===== config.mk =====
export PLATFORM = sky130hd
export DESIGN_NAME = alcf_tail_mem
export DESIGN_NICKNAME = d
export VERILOG_FILES = /design/src/design/alcf_tail_mem.sv
export SDC_FILE = /design/constraint.sdc
export NUM_CORES = 2
export LEC_CHECK = 0
export BUFFER_PORTS_ARGS = -buffer_cell sky130_fd_sc_hd__buf_4
export CORE_UTILIZATION = 35
export DETAILED_ROUTE_END_ITERATION = 12
export GPL_ROUTABILITY_DRIVEN = 0
export PLACE_DENSITY = 0.61
export SLEW_MARGIN = 15
export SYNTH_ARGS = -nofsm -noshare
export SYNTH_HDL_FRONTEND = slang
export SYNTH_SLANG_ARGS = --single-unit

===== constraint.sdc =====
create_clock -name clk_i -period 3.05 [get_ports clk_i]
set_input_delay 0 -clock clk_i [delete_from_list [all_inputs] [get_ports clk_i]]
set_output_delay 0 -clock clk_i [all_outputs]
set_load 0.02 [all_outputs]

===== src/design/alcf_tail_mem.sv =====
`timescale 1ns / 1ps

module alcf_tail_mem #(
  parameter int unsigned DEPTH = 128,
  parameter int unsigned AW    = 7,
  parameter int unsigned DW    = 32
) (
  input  logic          clk_i,
  input  logic          we_i,
  input  logic [AW-1:0] waddr_i,
  input  logic [DW-1:0] wdata_i,
  input  logic          re_i,
  input  logic [AW-1:0] raddr_i,
  output logic [DW-1:0] rdata_o
);

  logic [DW-1:0] mem_q [DEPTH];
  logic [DW-1:0] rdata_q;

  always_ff @(posedge clk_i) begin
    if (we_i) begin
      mem_q[waddr_i] <= wdata_i;
    end
    if (re_i) begin
      rdata_q <= mem_q[raddr_i];
    end
  end

  assign rdata_o = rdata_q;

endmodule


==> out/qor.yml <==
status:
  status: "completed"
routing:
  dr.pass1.iters: 6
  drt_iter0_drc: 9945
  wirelength_um: 434000
  antenna_left: 0
  vias: 72300
  wl_per_cell_um: 33.5
  vias_per_cell: 5.58
  drc: 0
floorplanning:
  core_um2: 445000
  die_w_um: 671
  ios: 81
  die_area_um2: 450000
  rows: 245
  start_util_pct: 35.2
  chipHeight_um: 671
worst_setup_path:
  crit_start: "mem_q[77][29]$_DFFE_PP_"
  cpMaxStageDelayCell: "mux4_2"
  endpoint: "rdata_o[29]$_DFFE_PP_"
  critPathKind: "reg2reg"
  r2r_end: "rdata_o[29]$_DFFE_PP_"
  crit_family: "multiplexers"
  cp_num_buf_inv: 0
  crit_top_cell: "mux4_2"
  reg2reg_from: "mem_q[77][29]$_DFFE_PP_"
  cp-start-kind: "flop"
  worst_setup_path_end_kind: "flop"
  slowest_delay_ps: 740
  worstPathRequired_ps: 3770
  r2r_slack_ps: 280
  cp.depth: 4
  critical_path.max_fanout: 1
  cp.arrival_ps: 3490
  crit_chain: "mux4_2 -> mux4_2 -> mux4_2 -> mux2_2"
  rr_worst_depth: 4
power_and_ir_drop:
  p_per_area_nw_per_um2: 641
  leakagePower_nw: 56.0
  irDropWorstVdd_mv: 0.573
sta:
  min_period_ps: 2770
  rsz0062_at_grt: "no"
  hold_ws_ps: 96.8
  finClkSkew_ps: 57.0
  setup_violations: 0
  finalHoldViolations: 0
  worst_pin_slew_ps: 1160
  drv_slew: 0
  fin_ws_ps: 285
  clock.fmax_ghz: 0.362
  finalCritPeriodShare_pct: 90.7
  timing.slew.headroom_pct: 22.7
  setup_tns_ps: 0
logic_synthesis:
  ys_types: 16
  synth_top_area_share_pct: 79.2
  syn-num-nets: 6039
  synth.area.top_cells: "edfxtp_1 79%, mux4_2 19%, clkbuf_1 0.44%, nor2_1 0.29%, buf_2 0.25%"
  syn-cell-area_um2: 157000
  synth_cells: 5990
  synth_top_cell_by_area: "edfxtp_1"
  postSynthAreaPerCell_um2: 26.1
  synth.ff_latch_count: 4128
  yosysSeqAreaShare_pct: 79.2
  yosysWarnings: 0
grt:
  antenna_found_initial: 60
  grt-ovfl-total: 0
  grt_pass1_vias: 73300
  grtUsageTotal_pct: 19.0
  grt_max_degree: 129
  grt_pass1_wl_um: 598000
placement:
  port-buffer-count: 80
  dpl_worst_slack_ps: -451
  dp_hpwl_um: 254000
clock_network:
  cts_root_buf: "clkbuf_16"
  post_cts_buffers: 0
  clkTransAtPathRegs_ps: 60
  h-tree-depth: 5
  cts_resized: 0
  clock_path_buffers: 4
  cts_tree: "built"
  cts_buffers: 399
  clk_latency_ps: 990
  cts.sinks: 4128
finish:
  nNetsFinal: 6728
  layout-drive-gt1-share_pct: 37.2
  area_delta_synth_final_pct: 17.3
worst_hold_path:
  hp-class: "in2reg"
run:
  max_cap_violations: 0
[through the flow]
step	area, um^2	utilization (%)	total power [mW]	instances
5_1_grt	184000	41.2	121	12900
3_3_place_gp	170000	38.3	70.6	12200
6_report	184000	41.2	118	13000
4_1_cts	184000	41.2	118	12900
2_1_floorplan	157000	-	67.1	5990
3_5_place_dp	170000	38.3	70.7	12200
[cells in the final DEF, fill, tap and decap left out, drive strengths merged, types with 23 or more instances in the layout]
cell	synthesis	routed
edfxtp	4128	4128
mux4	1344	1344
buf	134	555
clkbuf	182	488
clkinv	0	194
nor2	122	122
dlygate4sd3	0	49
mux2	32	32
bufinv	0	30
diode	0	23
[per-layer routing]
metal  vias to the layer above  GRT usage [%]  wire length, um
li1                      27900              -                -
met1                     40200           25.6           167000
met2                      3522           31.7           215000
met3                       647           3.06            36300
met4                        14           6.47            16100
met5                         -              0               92
[cell type report]
cell class	instances	area (um^2)
Fill cell	37700	262000
Sequential cell	4128	124000
Multi-Input combinational cell	1546	32300
Clock buffer	488	10400
Tap cell	5928	7420
Timing Repair Buffer	604	7280
Clock inverter	241	2310
Antenna cell	23	57.6
[synth_stat cells, drive strengths merged]
cell type and n:
buf 134, clkbuf 182, edfxtp 4128, mux2 32, mux4 1344, nand2 14, nand2b 2, nand3 12
nand4 3, nor2 122, nor2b 7, nor3 9, or3 1
[cell families (layout without fill, tap and decap cells)]
| group | count (synthesis) | after routing | share of synthesized area (%) |
|---|---|---|---|
| flops | 4128 | 4128 | 79.2 |
| mux | 1376 | 1376 | 19.6 |
| buf+inv | 316 | 1333 | 0.837 |
| simple gates | 170 | 170 | 0.445 |
| other cells | 0 | 23 | 0 |
[worst min path at each step]
stage,startpoint,end,slack (ps),cells past startpoint
4_1_cts,raddr_i[1],rdata_o[27]$_DFFE_PP_,10,4
3_3_place_gp,wdata_i[16],mem_q[116][16]$_DFFE_PP_,560,1
2_1_floorplan,wdata_i[0],mem_q[0][0]$_DFFE_PP_,100,0
5_1_grt,raddr_i[1],rdata_o[27]$_DFFE_PP_,70,4
3_5_place_dp,wdata_i[16],mem_q[116][16]$_DFFE_PP_,580,1
6_report,raddr_i[1],rdata_o[27]$_DFFE_PP_,100,4
[power breakdown]
group          switching, mW  total, mW  internal (mW)
logic                   3.92       6.59           2.67
clock network           21.4       48.3           26.9
registers              0.220       62.9           62.7
[registers in the layout, indices dropped and copies added (netlist names)]
| register | count |
|---|---|
| mem_q | 4096 |
| rdata_o | 32 |
[worst reg2reg max path, delay by kind of cell, from the launching register on]
kind,cells,cell delay (ps)
multiplexers,4,2130
flip-flops,1,390
[timing repair]
item,CTS,global route
setup endpoints to repair,0,0
hold buffers,49,0
endpoints found under the hold margin,5538,0
No activity file was read; power rests on OpenSTA's default activity.
