## src/design/alcf_pkg.sv

```systemverilog
`timescale 1ns / 1ps

package alcf_pkg;

  // Opcodes of an input beat.
  localparam logic [1:0] OP_DECODE  = 2'd0;
  localparam logic [1:0] OP_CONCEAL = 2'd1;
  localparam logic [1:0] OP_RESTART = 2'd2;

  localparam int unsigned SAMPLE_W    = 16;
  localparam int unsigned FADE_FRAMES = 128;
  localparam int unsigned FADE_SHIFT  = $clog2(FADE_FRAMES);
  localparam int unsigned GAIN_W      = $clog2(FADE_FRAMES + 1);
  localparam int unsigned PROD_W      = SAMPLE_W + GAIN_W + 1;
  localparam int unsigned FRAME_W     = 2 * SAMPLE_W;

  // One frame on its way from the state update to the gain stage.
  typedef struct packed {
    logic                       is_dec;
    logic [GAIN_W-1:0]          gain;
    logic signed [SAMPLE_W-1:0] left;
    logic signed [SAMPLE_W-1:0] right;
  } issue_t;

  // s * g / FADE_FRAMES, truncated toward zero.
  function automatic logic signed [SAMPLE_W-1:0] fade_scale(
    input logic signed [SAMPLE_W-1:0] s,
    input logic [GAIN_W-1:0]          g
  );
    logic signed [PROD_W-1:0] prod;
    logic signed [PROD_W-1:0] bias;
    logic signed [PROD_W-1:0] shifted;
    prod = s * $signed({1'b0, g});
    if (prod < 0) begin
      bias = prod + PROD_W'(FADE_FRAMES - 1);
    end else begin
      bias = prod;
    end
    shifted = bias >>> FADE_SHIFT;
    return shifted[SAMPLE_W-1:0];
  endfunction

endpackage

```

## src/design/alcf_fade.sv

```systemverilog
`timescale 1ns / 1ps

module alcf_fade #(
  parameter int unsigned AW = 7
) (
  input  logic                                clk_i,
  input  logic                                rst_ni,
  input  logic                                issue_valid_i,
  input  alcf_pkg::issue_t                    issue_i,
  input  logic [AW-1:0]                       issue_addr_i,
  output logic                                pipe_ready_o,
  output logic                                mem_we_o,
  output logic [AW-1:0]                       mem_waddr_o,
  output logic [alcf_pkg::FRAME_W-1:0]        mem_wdata_o,
  output logic                                mem_re_o,
  output logic [AW-1:0]                       mem_raddr_o,
  input  logic [alcf_pkg::FRAME_W-1:0]        mem_rdata_i,
  output logic                                out_valid_o,
  input  logic                                out_ready_i,
  output logic signed [alcf_pkg::SAMPLE_W-1:0] out_left_o,
  output logic signed [alcf_pkg::SAMPLE_W-1:0] out_right_o,
  output logic                                out_concealed_o
);

  localparam int unsigned SW = alcf_pkg::SAMPLE_W;

  logic                         s1_valid_q;
  alcf_pkg::issue_t             s1_q;
  logic [AW-1:0]                s1_addr_q;
  logic                         fwd_q;
  logic [alcf_pkg::FRAME_W-1:0] fwd_data_q;
  logic                         fwd_d;

  logic                         out_valid_q;
  logic signed [SW-1:0]         out_left_q;
  logic signed [SW-1:0]         out_right_q;
  logic                         out_conc_q;

  logic                         adv;
  logic [alcf_pkg::FRAME_W-1:0] src;
  logic signed [SW-1:0]         scaled_l;
  logic signed [SW-1:0]         scaled_r;

  assign adv          = s1_valid_q && (!out_valid_q || out_ready_i);
  assign pipe_ready_o = !s1_valid_q || adv;

  // A concealment read that hits the slot being written this cycle takes
  // the write data instead of the stale memory word. A silence beat carries
  // zero samples whatever the memory holds.
  assign src = s1_q.is_dec ? {s1_q.right, s1_q.left}
             : (s1_q.gain == '0) ? '0
             : (fwd_q ? fwd_data_q : mem_rdata_i);

  assign scaled_l = alcf_pkg::fade_scale(src[SW-1:0], s1_q.gain);
  assign scaled_r = alcf_pkg::fade_scale(src[2*SW-1:SW], s1_q.gain);

  assign mem_we_o    = adv && s1_q.is_dec;
  assign mem_waddr_o = s1_addr_q;
  assign mem_wdata_o = {scaled_r, scaled_l};
  assign mem_re_o    = issue_valid_i && !issue_i.is_dec;
  assign mem_raddr_o = issue_addr_i;
  assign fwd_d       = mem_we_o && mem_re_o && (mem_waddr_o == mem_raddr_o);

  always_ff @(posedge clk_i or negedge rst_ni) begin
    if (!rst_ni) begin
      s1_valid_q  <= 1'b0;
      fwd_q       <= 1'b0;
      out_valid_q <= 1'b0;
    end else begin
      if (issue_valid_i) begin
        s1_valid_q <= 1'b1;
        fwd_q      <= fwd_d;
      end else if (adv) begin
        s1_valid_q <= 1'b0;
      end
      if (adv) begin
        out_valid_q <= 1'b1;
      end else if (out_ready_i) begin
        out_valid_q <= 1'b0;
      end
    end
  end

  always_ff @(posedge clk_i) begin
    if (issue_valid_i) begin
      s1_q       <= issue_i;
      s1_addr_q  <= issue_addr_i;
      fwd_data_q <= mem_wdata_o;
    end
    if (adv) begin
      out_left_q  <= scaled_l;
      out_right_q <= scaled_r;
      out_conc_q  <= !s1_q.is_dec;
    end
  end

  assign out_valid_o     = out_valid_q;
  assign out_left_o      = out_left_q;
  assign out_right_o     = out_right_q;
  assign out_concealed_o = out_conc_q;

  a_flag_follows: assert property (@(posedge clk_i) disable iff (!rst_ni)
    adv |=> out_valid_q && (out_conc_q == !$past(s1_q.is_dec)))
    else $error("concealed flag does not match the beat kind");

  a_silence_zero: assert property (@(posedge clk_i) disable iff (!rst_ni)
    (adv && !s1_q.is_dec && s1_q.gain == '0) |=>
      out_left_q == '0 && out_right_q == '0)
    else $error("silence beat carries nonzero samples");

  a_fwd_conceal: assert property (@(posedge clk_i) disable iff (!rst_ni)
    (fwd_q && s1_valid_q) |-> !s1_q.is_dec)
    else $error("forwarding armed for a decoded beat");

  a_no_overrun: assert property (@(posedge clk_i) disable iff (!rst_ni)
    issue_valid_i |-> pipe_ready_o)
    else $error("beat issued while the gain stage is full");

endmodule

```

## config.mk

```make
export PLATFORM = sky130hd
export DESIGN_NAME = alcf_fade
export DESIGN_NICKNAME = d
export VERILOG_FILES = /design/src/design/alcf_pkg.sv /design/src/design/alcf_fade.sv
export SDC_FILE = /design/constraint.sdc
export NUM_CORES = 1
export LEC_CHECK = 0
export BUFFER_PORTS_ARGS = -buffer_cell sky130_fd_sc_hd__clkbuf_2
export CAP_MARGIN = 0
export CORE_ASPECT_RATIO = 1.75
export CORE_MARGIN = 1.5
export CORE_UTILIZATION = 61
export DETAILED_ROUTE_END_ITERATION = 7
export PLACE_DENSITY_LB_ADDON = 0.12
export SLEW_MARGIN = 20
export SYNTH_ARGS = -nofsm -noshare
export SYNTH_HDL_FRONTEND = slang
export SYNTH_SLANG_ARGS = --single-unit
```

## constraint.sdc

```tcl
create_clock -name clk_i -period 8.7 [get_ports clk_i]
set_clock_uncertainty 0.15 [all_clocks]
set_input_delay 0 -clock clk_i [delete_from_list [all_inputs] [get_ports clk_i]]
set_output_delay 0 -clock clk_i [all_outputs]
set_load 0.02 [all_outputs]
```

==> flow_metrics.py <==
metrics = {
    "floorplan": {
        "core_sq_um": 23240,
        "dieHeight_um": 206.3,
        "die_w_um": 119.2,
        "io-pin-count": 167,
        "dieArea_sq_um": 24580,
        "rows": 74,
        "start_util": 0.6197,
    },
    "logic_synthesis": {
        "syn_inst": 1476,
        "async_reset_ff_frac": 0.02586,
        "ys_ff_latch": 116,
        "ys_seq_area_frac": 0.2408,
        "netlist.area_leader.share": 0.2836,
        "synth_top_area_cell": "fa_1",
        "synth_warnings": 0,
        "synth_area_leaders": "fa_1 (28%), edfxtp_1 (24%), ha_1 (8.7%)",
        "ys_types": 68,
        "synthFlopType": "edfxtp_1",
        "synth-edff-count": 113,
        "syn_area_sq_um": 14400,
        "synth.net_count": 1864,
        "avgSynthCellArea_sq_um": 9.757,
    },
    "layout": {
        "final_net_count": 2063,
        "fill_cells": 1829,
        "diodes": 0,
        "syn2layout_area_growth_pct": 15.18,
        "final_cell_mix": "inv_1 (311), fa_1 (204), nand2_1 (173)",
        "layout_commonest_cell": "inv_1",
        "drive_above_1_share": 0.1351,
    },
    "global_routing": {
        "grt_pass1_wl_um": 57130,
        "overflow": 0,
        "antenna_found_initial": 0,
        "grt_max_degree": 84,
        "track_usage": 0.3065,
        "grt_pass1_vias": 11681,
    },
    "clocking": {
        "clock_path_buffers": 2,
        "clock_latency_ns": 0.46,
        "post_cts_buffers": 0,
        "root_buffer": "clkbuf_16",
        "clock_sinks": 116,
        "cts_inserted_buffers": 17,
        "cts_resized": 0,
        "htreeDepth": 4,
        "cts_tree": "built",
        "cts.clk_slew.worst_paths_ns": 0.05,
        "cts_hold_repair.buffers": 51,
    },
    "sta": {
        "rsz0062_at_grt": "false",
        "period_share": 0.9404,
        "finalSetupViolCount": 0,
        "maxSlewViolCount": 0,
        "period_minus_slack_ns": 8.182,
        "fmax_mhz": 122.2,
        "relSlewSlack": 0.2987,
        "finalHoldViolations": 17,
        "finalHoldWorstSlack_ns": -0.02423,
        "worst_pin_slew_ns": 1.052,
        "setup_tns_ns": 0,
    },
    "critical_path": {
        "cpLargestDelayFamily": "adder cells",
        "crit_path_start_kind": "flip-flop",
        "cp.depth": 27,
        "required_ns": 8.55,
        "r2r_slack_ns": 0.97,
        "path_max_fanout": 33,
        "endpoint_kind": "primary output",
        "worst-setup-path-type": "reg -> out",
        "critPathArrivalTime_ns": 8.03,
        "max_stage_delay_ns": 0.55,
        "worstRegToRegCells": 26,
        "crit_buf_inv": 6,
        "crit_slowest_cell": "nor4b_2",
    },
    "status": {
        "violations": "hold timing",
        "status": "complete, but fails checks",
    },
    "placement": {
        "portBuffers": 166,
        "gp_congestion": 0.8888,
        "hpwl_um": 26460,
    },
    "routing": {
        "antenna_left": 0,
        "drcViolationCount": 0,
        "first_pass_iters": 5,
        "wl_um": 35440,
        "wl_per_cell_um": 17.79,
        "detailedRoute.firstIterationViolations": 519,
        "via_per_inst": 5.516,
        "num_vias": 10988,
    },
    "hold_path": {
        "hp-class": "in -> reg",
        "holdPathStages": 1,
    },
    "job": {
        "max-cap-violations": 0,
    },
}
-- sequential cells by signal, indices dropped and copies added, names as in the netlist --
register / count
fwd_data_q: 32
fwd_q: 1
mem_waddr_o: 7
out_concealed_o: 1
out_left_o: 16
out_right_o: 16
out_valid_o: 1
s1_q: 41
s1_valid_q: 1
-- through the flow --
step	std cells	worst slack (ns)	utilization	cell area [sq um]
finish	1992	0.5183	0.7137	16590
global placement	1909	1.203	0.6670	15500
floorplan	1476	1.486	-	14400
global route	1992	0.004282	0.7137	16590
CTS	1992	0.5354	0.7136	16580
detailed placement	1909	1.081	0.6670	15500
-- final timing paths --
kind | from | end
min in group asynchronous | rst_ni | out_valid_o
setup reg to reg | s1_q[38] | fwd_data_q[28]
setup / recovery | s1_q[38] | mem_wdata_o[28]
hold reg to reg | s1_valid_q | out_valid_o
hold / removal | issue_valid_i | fwd_data_q[14]
max in group asynchronous | rst_ni | fwd_q
-- worst reg2reg max path, delay by kind of cell, from the launching register on --
| family | cells | cell delay, ns |
|---|---|---|
| adder cells (fa/ha/maj) | 6 | 2.08 |
| AND/OR/NAND/NOR | 7 | 1.86 |
| AO/OA/AOI/OAI | 6 | 1.73 |
| buffers and inverters | 5 | 0.69 |
| XOR/XNOR | 2 | 0.63 |
| flip-flops | 1 | 0.35 |
-- cells in the mapped netlist (all sizes together) (3+ instances only) --
library cell	number
and2	97
nor4	3
buf	10
xnor2	54
nand3	16
nor2b	43
nand4	15
o21a	5
o41ai	3
o21ai	46
mux2i	33
nor3	10
or3	3
or2	3
dfrtp	3
o211ai	3
nor2	40
and3	5
nand2	173
ha	100
o21bai	6
fa	204
a21oi	39
inv	311
a211oi	10
or4	5
xor2	21
edfxtp	113
a211o	4
clkbuf	40
nand2b	15
nor3b	3
a21o	9
-- cells by family after synthesis --
| family | Yosys count | synth area share |
|---|---|---|
| multiplexers | 33 | 0.02294 |
| AND/OR/NAND/NOR | 441 | 0.1590 |
| buffers and inverters | 361 | 0.09626 |
| XOR/XNOR | 75 | 0.04613 |
| flip-flops | 116 | 0.2408 |
| adder cells (fa/ha/maj) | 304 | 0.3705 |
| AO/OA/AOI/OAI | 146 | 0.06438 |
-- layer usage --
layer / routed length [um] / vias to the layer above / track usage
met5: 0 / - / 0
met4: 1452 / 0 / 0.1536
met3: 1618 / 78 / 0.04084
met2: 19870 / 349 / 0.5867
met1: 12500 / 5512 / 0.3264
li1: - / 5049 / -
-- layout make-up --
| class | instances | area [sq um] | area share |
|---|---|---|---|
| well taps | 304 | 380.4 | 0.02293 |
| clock inverters | 10 | 108.9 | 0.006563 |
| clock buffers | 22 | 464.2 | 0.02799 |
| flip-flops and latches | 116 | 3470 | 0.2092 |
| inverters | 311 | 1167 | 0.07038 |
| repair buffers | 230 | 1445 | 0.08712 |
| multi-input cells | 999 | 9552 | 0.5758 |
Power is left out: the tool's default activity adds up to more than one toggle a clock period on the data nets, which glitch-free logic cannot reach.
