## src/design/alcf_pkg.sv

```systemverilog
`timescale 1ns / 1ps

package alcf_pkg;

  // Opcodes of an input beat.
  localparam logic [1:0] OP_DECODE  = 2'd0;
  localparam logic [1:0] OP_CONCEAL = 2'd1;
  localparam logic [1:0] OP_RESTART = 2'd2;

  localparam int unsigned SAMPLE_W    = 16;
  localparam int unsigned FADE_FRAMES = 128;
  localparam int unsigned FADE_SHIFT  = $clog2(FADE_FRAMES);
  localparam int unsigned GAIN_W      = $clog2(FADE_FRAMES + 1);
  localparam int unsigned PROD_W      = SAMPLE_W + GAIN_W + 1;
  localparam int unsigned FRAME_W     = 2 * SAMPLE_W;

  // One frame on its way from the state update to the gain stage.
  typedef struct packed {
    logic                       is_dec;
    logic [GAIN_W-1:0]          gain;
    logic signed [SAMPLE_W-1:0] left;
    logic signed [SAMPLE_W-1:0] right;
  } issue_t;

  // s * g / FADE_FRAMES, truncated toward zero.
  function automatic logic signed [SAMPLE_W-1:0] fade_scale(
    input logic signed [SAMPLE_W-1:0] s,
    input logic [GAIN_W-1:0]          g
  );
    logic signed [PROD_W-1:0] prod;
    logic signed [PROD_W-1:0] bias;
    logic signed [PROD_W-1:0] shifted;
    prod = s * $signed({1'b0, g});
    if (prod < 0) begin
      bias = prod + PROD_W'(FADE_FRAMES - 1);
    end else begin
      bias = prod;
    end
    shifted = bias >>> FADE_SHIFT;
    return shifted[SAMPLE_W-1:0];
  endfunction

endpackage

```

## src/design/alcf_ctrl.sv

```systemverilog
`timescale 1ns / 1ps

module alcf_ctrl #(
  parameter int unsigned TAIL_FRAMES = 128,
  localparam int unsigned PW = $clog2(TAIL_FRAMES),
  localparam int unsigned CW = $clog2(TAIL_FRAMES + 1)
) (
  input  logic                                clk_i,
  input  logic                                rst_ni,
  input  logic                                accept_i,
  input  logic [1:0]                          opcode_i,
  input  logic signed [alcf_pkg::SAMPLE_W-1:0] left_i,
  input  logic signed [alcf_pkg::SAMPLE_W-1:0] right_i,
  input  logic                                block_end_i,
  input  logic                                gap_start_i,
  output alcf_pkg::issue_t                    issue_o,
  output logic [PW-1:0]                       issue_addr_o
);

  localparam int unsigned GW = alcf_pkg::GAIN_W;
  localparam logic [GW-1:0] FADE_G = GW'(alcf_pkg::FADE_FRAMES);

  logic [PW-1:0] wp_q, wp_d;
  logic [CW-1:0] bfc_q, bfc_d;
  logic [CW-1:0] tl_q, tl_d;
  logic [PW-1:0] ts_q, ts_d;
  logic [GW-1:0] rem_q, rem_d;
  logic [GW-1:0] pos_q, pos_d;
  logic [PW-1:0] rpt_q, rpt_d;

  logic [PW-1:0] wp_inc;
  logic [CW-1:0] bfc_inc;
  logic [CW:0]   wp_ext;
  logic [GW-1:0] pos_eff;
  logic [PW-1:0] rpt_base;
  logic [PW-1:0] rpt_eff;
  logic [CW-1:0] rpt_next;
  logic [PW:0]   idx_sum;

  always_comb begin
    wp_d  = wp_q;
    bfc_d = bfc_q;
    tl_d  = tl_q;
    ts_d  = ts_q;
    rem_d = rem_q;
    pos_d = pos_q;
    rpt_d = rpt_q;

    issue_o.is_dec = (opcode_i == alcf_pkg::OP_DECODE);
    issue_o.gain   = '0;
    issue_o.left   = left_i;
    issue_o.right  = right_i;
    issue_addr_o   = wp_q;

    wp_inc   = (wp_q == PW'(TAIL_FRAMES - 1)) ? '0 : wp_q + PW'(1);
    bfc_inc  = (bfc_q == CW'(TAIL_FRAMES)) ? bfc_q : bfc_q + CW'(1);
    wp_ext   = (CW + 1)'(wp_inc);
    pos_eff  = gap_start_i ? '0 : pos_q;
    rpt_base = gap_start_i ? '0 : rpt_q;
    rpt_eff  = (CW'(rpt_base) >= tl_q) ? '0 : rpt_base;
    rpt_next = CW'(rpt_eff) + CW'(1);
    idx_sum  = (PW + 1)'(ts_q) + (PW + 1)'(rpt_eff);

    case (opcode_i)
      alcf_pkg::OP_DECODE: begin
        if (rem_q != '0) begin
          issue_o.gain = FADE_G - rem_q + GW'(1);
          rem_d        = rem_q - GW'(1);
        end else begin
          issue_o.gain = FADE_G;
        end
        wp_d = wp_inc;
        if (block_end_i) begin
          tl_d  = bfc_inc;
          bfc_d = '0;
          // Oldest tail slot sits tail_length slots behind the next write.
          if (wp_ext >= (CW + 1)'(bfc_inc)) begin
            ts_d = PW'(wp_ext - (CW + 1)'(bfc_inc));
          end else begin
            ts_d = PW'(wp_ext + (CW + 1)'(TAIL_FRAMES) - (CW + 1)'(bfc_inc));
          end
        end else begin
          bfc_d = bfc_inc;
        end
      end
      alcf_pkg::OP_CONCEAL: begin
        rpt_d = rpt_base;
        if (tl_q != '0 && pos_eff < FADE_G) begin
          issue_o.gain = FADE_G - pos_eff;
          if (idx_sum >= (PW + 1)'(TAIL_FRAMES)) begin
            issue_addr_o = PW'(idx_sum - (PW + 1)'(TAIL_FRAMES));
          end else begin
            issue_addr_o = PW'(idx_sum);
          end
          rpt_d = (rpt_next >= tl_q) ? '0 : PW'(rpt_next);
        end
        pos_d = (pos_eff < FADE_G) ? pos_eff + GW'(1) : pos_eff;
        rem_d = FADE_G;
      end
      alcf_pkg::OP_RESTART: begin
        wp_d  = '0;
        bfc_d = '0;
        tl_d  = '0;
        ts_d  = '0;
        rem_d = '0;
        pos_d = '0;
        rpt_d = '0;
      end
      default: begin
      end
    endcase
  end

  always_ff @(posedge clk_i or negedge rst_ni) begin
    if (!rst_ni) begin
      wp_q  <= '0;
      bfc_q <= '0;
      tl_q  <= '0;
      ts_q  <= '0;
      rem_q <= '0;
      pos_q <= '0;
      rpt_q <= '0;
    end else if (accept_i) begin
      wp_q  <= wp_d;
      bfc_q <= bfc_d;
      tl_q  <= tl_d;
      ts_q  <= ts_d;
      rem_q <= rem_d;
      pos_q <= pos_d;
      rpt_q <= rpt_d;
    end
  end

  a_wp_range: assert property (@(posedge clk_i) disable iff (!rst_ni)
    (PW + 1)'(wp_q) < (PW + 1)'(TAIL_FRAMES))
    else $error("write pointer left the ring");

  a_tail_range: assert property (@(posedge clk_i) disable iff (!rst_ni)
    tl_q <= CW'(TAIL_FRAMES) && (PW + 1)'(ts_q) < (PW + 1)'(TAIL_FRAMES))
    else $error("tail length or start out of range");

endmodule

```

## config.mk

```make
export PLATFORM = sky130hd
export DESIGN_NAME = alcf_ctrl
export DESIGN_NICKNAME = d
export VERILOG_FILES = /design/src/design/alcf_pkg.sv /design/src/design/alcf_ctrl.sv
export SDC_FILE = /design/constraint.sdc
export NUM_CORES = 1
export LEC_CHECK = 0
export CAP_MARGIN = 20
export CELL_PAD_IN_SITES_DETAIL_PLACEMENT = 2
export CELL_PAD_IN_SITES_GLOBAL_PLACEMENT = 2
export CORE_ASPECT_RATIO = 1.5
export CORE_UTILIZATION = 38
export DETAILED_ROUTE_END_ITERATION = 10
export DONT_BUFFER_PORTS = 1
export GPL_TIMING_DRIVEN = 0
export PLACE_DENSITY_LB_ADDON = 0.1
export SKIP_LAST_GASP = 1
export SLEW_MARGIN = 0
export SYNTH_ARGS = -nofsm -noshare
export SYNTH_HDL_FRONTEND = slang
export SYNTH_SLANG_ARGS = --single-unit
export TNS_END_PERCENT = 1
```

## constraint.sdc

```tcl
create_clock -name clk_i -period 5 [get_ports clk_i]
set_input_delay 0.5 -clock clk_i [delete_from_list [all_inputs] [get_ports clk_i]]
set_output_delay 0.5 -clock clk_i [all_outputs]
set_load 0.01 [all_outputs]
```

==> results.toml <==
[outcome]
outcome = "finished, final reports clean"

[worst_setup_path]
critPathMaxStageDelay_ns = 0.42
cp.arrival_ns = 3.99
critPathBufInv = 1
cp-end-kind = "output port"
cp.required_ns = 4.50
startpoint_type = "flip-flop"
cpLargestDelayFamily = "compound AO/OA/AOI/OAI gates"
path_cells = "and2b_1 -> ha_1 -> a211oi_1 -> o32ai_1 -> or2_4 -> nor2_4 -> nand2_1 -> inv_1 -> ha_1 -> fa_1 -> a21o_1 -> a21oi_1 -> o21bai_1 -> a21oi_1 -> xnor2_1 -> o21ai_0"
slowest_stage = "o21ai_0"
worstSetupPathType = "reg -> out"
cp_max_fo = 10

[floorplanning]
die_h_microns = 134.3
initial_core_util_pct = 38.88
rows = 48
core_area_sq_um = 11410
dieWidth_microns = 90.23
dieArea_sq_um = 12120
io_pins = 87

[timing]
fin_crit_ns = 4.489
max_slew_margin_pct = 52.93
setup-tns-final_ns = 0
skew_ns = 0.01270
slew_viol_final = 0
finalCritPeriodShare_pct = 89.78
setup_viol = 0
fmax_mhz = 222.8
hold_viol = 0
worstMarginPinSlew_ns = 0.7013
grt_setup_unrepaired = "false"
worst_hold_slack_ns = 0.04923

[cts]
clock_sinks = 53
h-tree-depth = 2
insertion_delay_ns = 0.30
numCtsBuffers = 5
cts_root_buffer = "clkbuf_16"
clockBufferDepth = 2
tritoncts = "yes"
ctsResizeCount = 0
path_clk_slew_ns = 0.08

[run]
drv_cap = 0

[global_routing]
gr-usage-all-layers_pct = 24.43
grt_pass1_wl_microns = 23320
overflow = 0
grt_pass1_vias = 4372
grt_max_degree = 54
antenna_found_initial = 0

[synth]
synth_warnings = 0
synth_area_leaders = "dfrtp_1 30%, ha_1 12%, o21ai_0 6.3%"
avgSynthCellArea_sq_um = 8.231
yosysMostFrequentCell = "nand2_1"
synth_cell_type_count = 61
yosys-top-cells-count = "72 x nand2_1, 56 x o21ai_0, 53 x dfrtp_1"
yosysTopAreaCell = "dfrtp_1"
synth-main-ff-cell = "dfrtp_1"
synth_edf_count = 0
ys_ff_latch = 53
syn_area_sq_um = 4437
async_flop_share_pct = 100.0
syn_nets = 621
yosysSeqAreaShare_pct = 29.89
synth_top_area_share_pct = 29.89
netlist_instances = 539

[placement]
hpwl_microns = 11090
portBuffers = 0
place_inst = 689
gp_congestion = 0.8127

[power]
power_density_nw_per_um2 = 363.8
cell_internal_pwr_w = 0.001005
seqPwrFrac_pct = 35.2
swShare_pct = 42.52
p_comb_share_pct = 43.5
p_leak_nw = 2.197
clock_power_share_pct = 21.4
switchingPower_w = 0.0007436
ir_worst_vdd_uv = 160.8

[final_layout]
syn_to_final_growth_pct = 8.347
final_layout_size_suffix_gt1_share_pct = 11.68
diodes = 0
nets = 629
stdcell_count = 698

[routing]
vias_per_cell = 5.585
vias = 3898
dr.pass1.iters = 4
antenna_left = 0
drc = 0
drtIter0Drc = 118
finalWirelength_microns = 14140
wl_per_cell_microns = 20.25

[worst_hold_path]
holdCritPathClass = "in -> async"
## path summary, 6_finish.rpt
check	from	end	slack, ns	cells past startpoint
max	rpt_q[5]	issue_addr_o[6]	0.51	16
min	rst_ni	rem_q[2]	0.05	1
max reg2reg	rpt_q[5]	rpt_q[2]	0.63	17
min reg2reg	rpt_q[6]	rpt_q[6]	0.50	1
max in group asynchronous	rst_ni	rpt_q[4]	4.69	1
min in group clk_i	gap_start_i	rpt_q[3]	0.43	3
## power by group through the flow
stage          combinational (W)  sequential [W]  clock (W)
3_5_place_dp            0.000751        0.000624          0
4_1_cts                 0.000774        0.000616   0.000393
5_1_grt                 0.000856        0.000627   0.000398
6_report                0.000760        0.000615   0.000374
3_3_place_gp            0.000714        0.000618          0
2_1_floorplan           0.000566        0.000581          0
## metrics by stage
stage | total power (W) | cell area, sq um | setup slack [ns] | utilization [%]
CTS | 0.001782 | 4807 | 0.4900 | 42.13
global placement | 0.001332 | 4624 | 0.3622 | 40.53
detailed placement | 0.001375 | 4624 | 0.2661 | 40.53
finish | 0.001749 | 4807 | 0.5111 | 42.13
floorplan | 0.001148 | 4437 | 1.079 | -
global route | 0.001880 | 4807 | 0.2733 | 42.13
## worst register-to-register path: stages, from the launching register on
cell	delay, ns
dfrtp_1	0.37
and2b_1	0.22
ha_1	0.32
a211oi_1	0.25
o32ai_1	0.15
or2_4	0.28
nor2_4	0.21
and2_1	0.25
ha_1	0.26
nand3_1	0.16
or3_1	0.39
a21oi_2	0.19
ha_1	0.27
a21oi_1	0.19
o2111ai_2	0.15
a21oi_4	0.29
and4b_1	0.24
a221o_1	0.11
## layout by cell type, fill, tap and decap left out, drive strengths merged, types with 5 or more instances in the layout
cell type  count
o21ai         58
xor2          13
o31ai          7
xnor2         16
clkbuf        17
ha            41
nor2          36
nor2b         11
a22o           9
dfrtp         53
nor3          15
nand3         16
o22ai          5
inv           32
nand2b         9
buf           41
nand2         72
a21o           8
a21oi         27
## flip-flops by register name, indices dropped and copies added (netlist names)
signal and count:
bfc_q 8, pos_q 8, rem_q 8, rpt_q 7
tl_q 8, ts_q 7, wp_q 7
## per-layer routing
metal  up-vias  part of all wire [%]  track usage (%)
met1      1963                    40            27.10
met3        19                   2.1            2.551
li1       1856                     -                -
met4         0                   2.2            7.348
met5         -                     0                0
met2        60                    55            48.18
## kinds of logic after synthesis
kind of cell	synth area share, %
adder cells (fa/ha/maj)	12.46
flip-flops	29.89
buffers and inverters	9.927
AND/OR/NAND/NOR	21.26
multiplexers	0.9588
XOR/XNOR	5.725
AO/OA/AOI/OAI	19.77
## cell type report
class                   instances  area, sq um
repair buffers                  1        27.53
multi-input cells             404         2670
clock inverters                 2        16.27
plain buffers                  51        324.1
clock buffers                   6        138.9
flip-flops and latches         53         1326
fillers                      1345         6604
well taps                     150        187.7
inverters                      31        116.4
## what timing repair did
| item | in CTS | in global routing |
|---|---|---|
| setup endpoints to repair | 0 | 0 |
| endpoints found under the hold margin | 53 | 0 |
| setup buffers | 0 | 0 |
| hold buffers | 1 | 0 |
(Power assumes the default switching activity.)
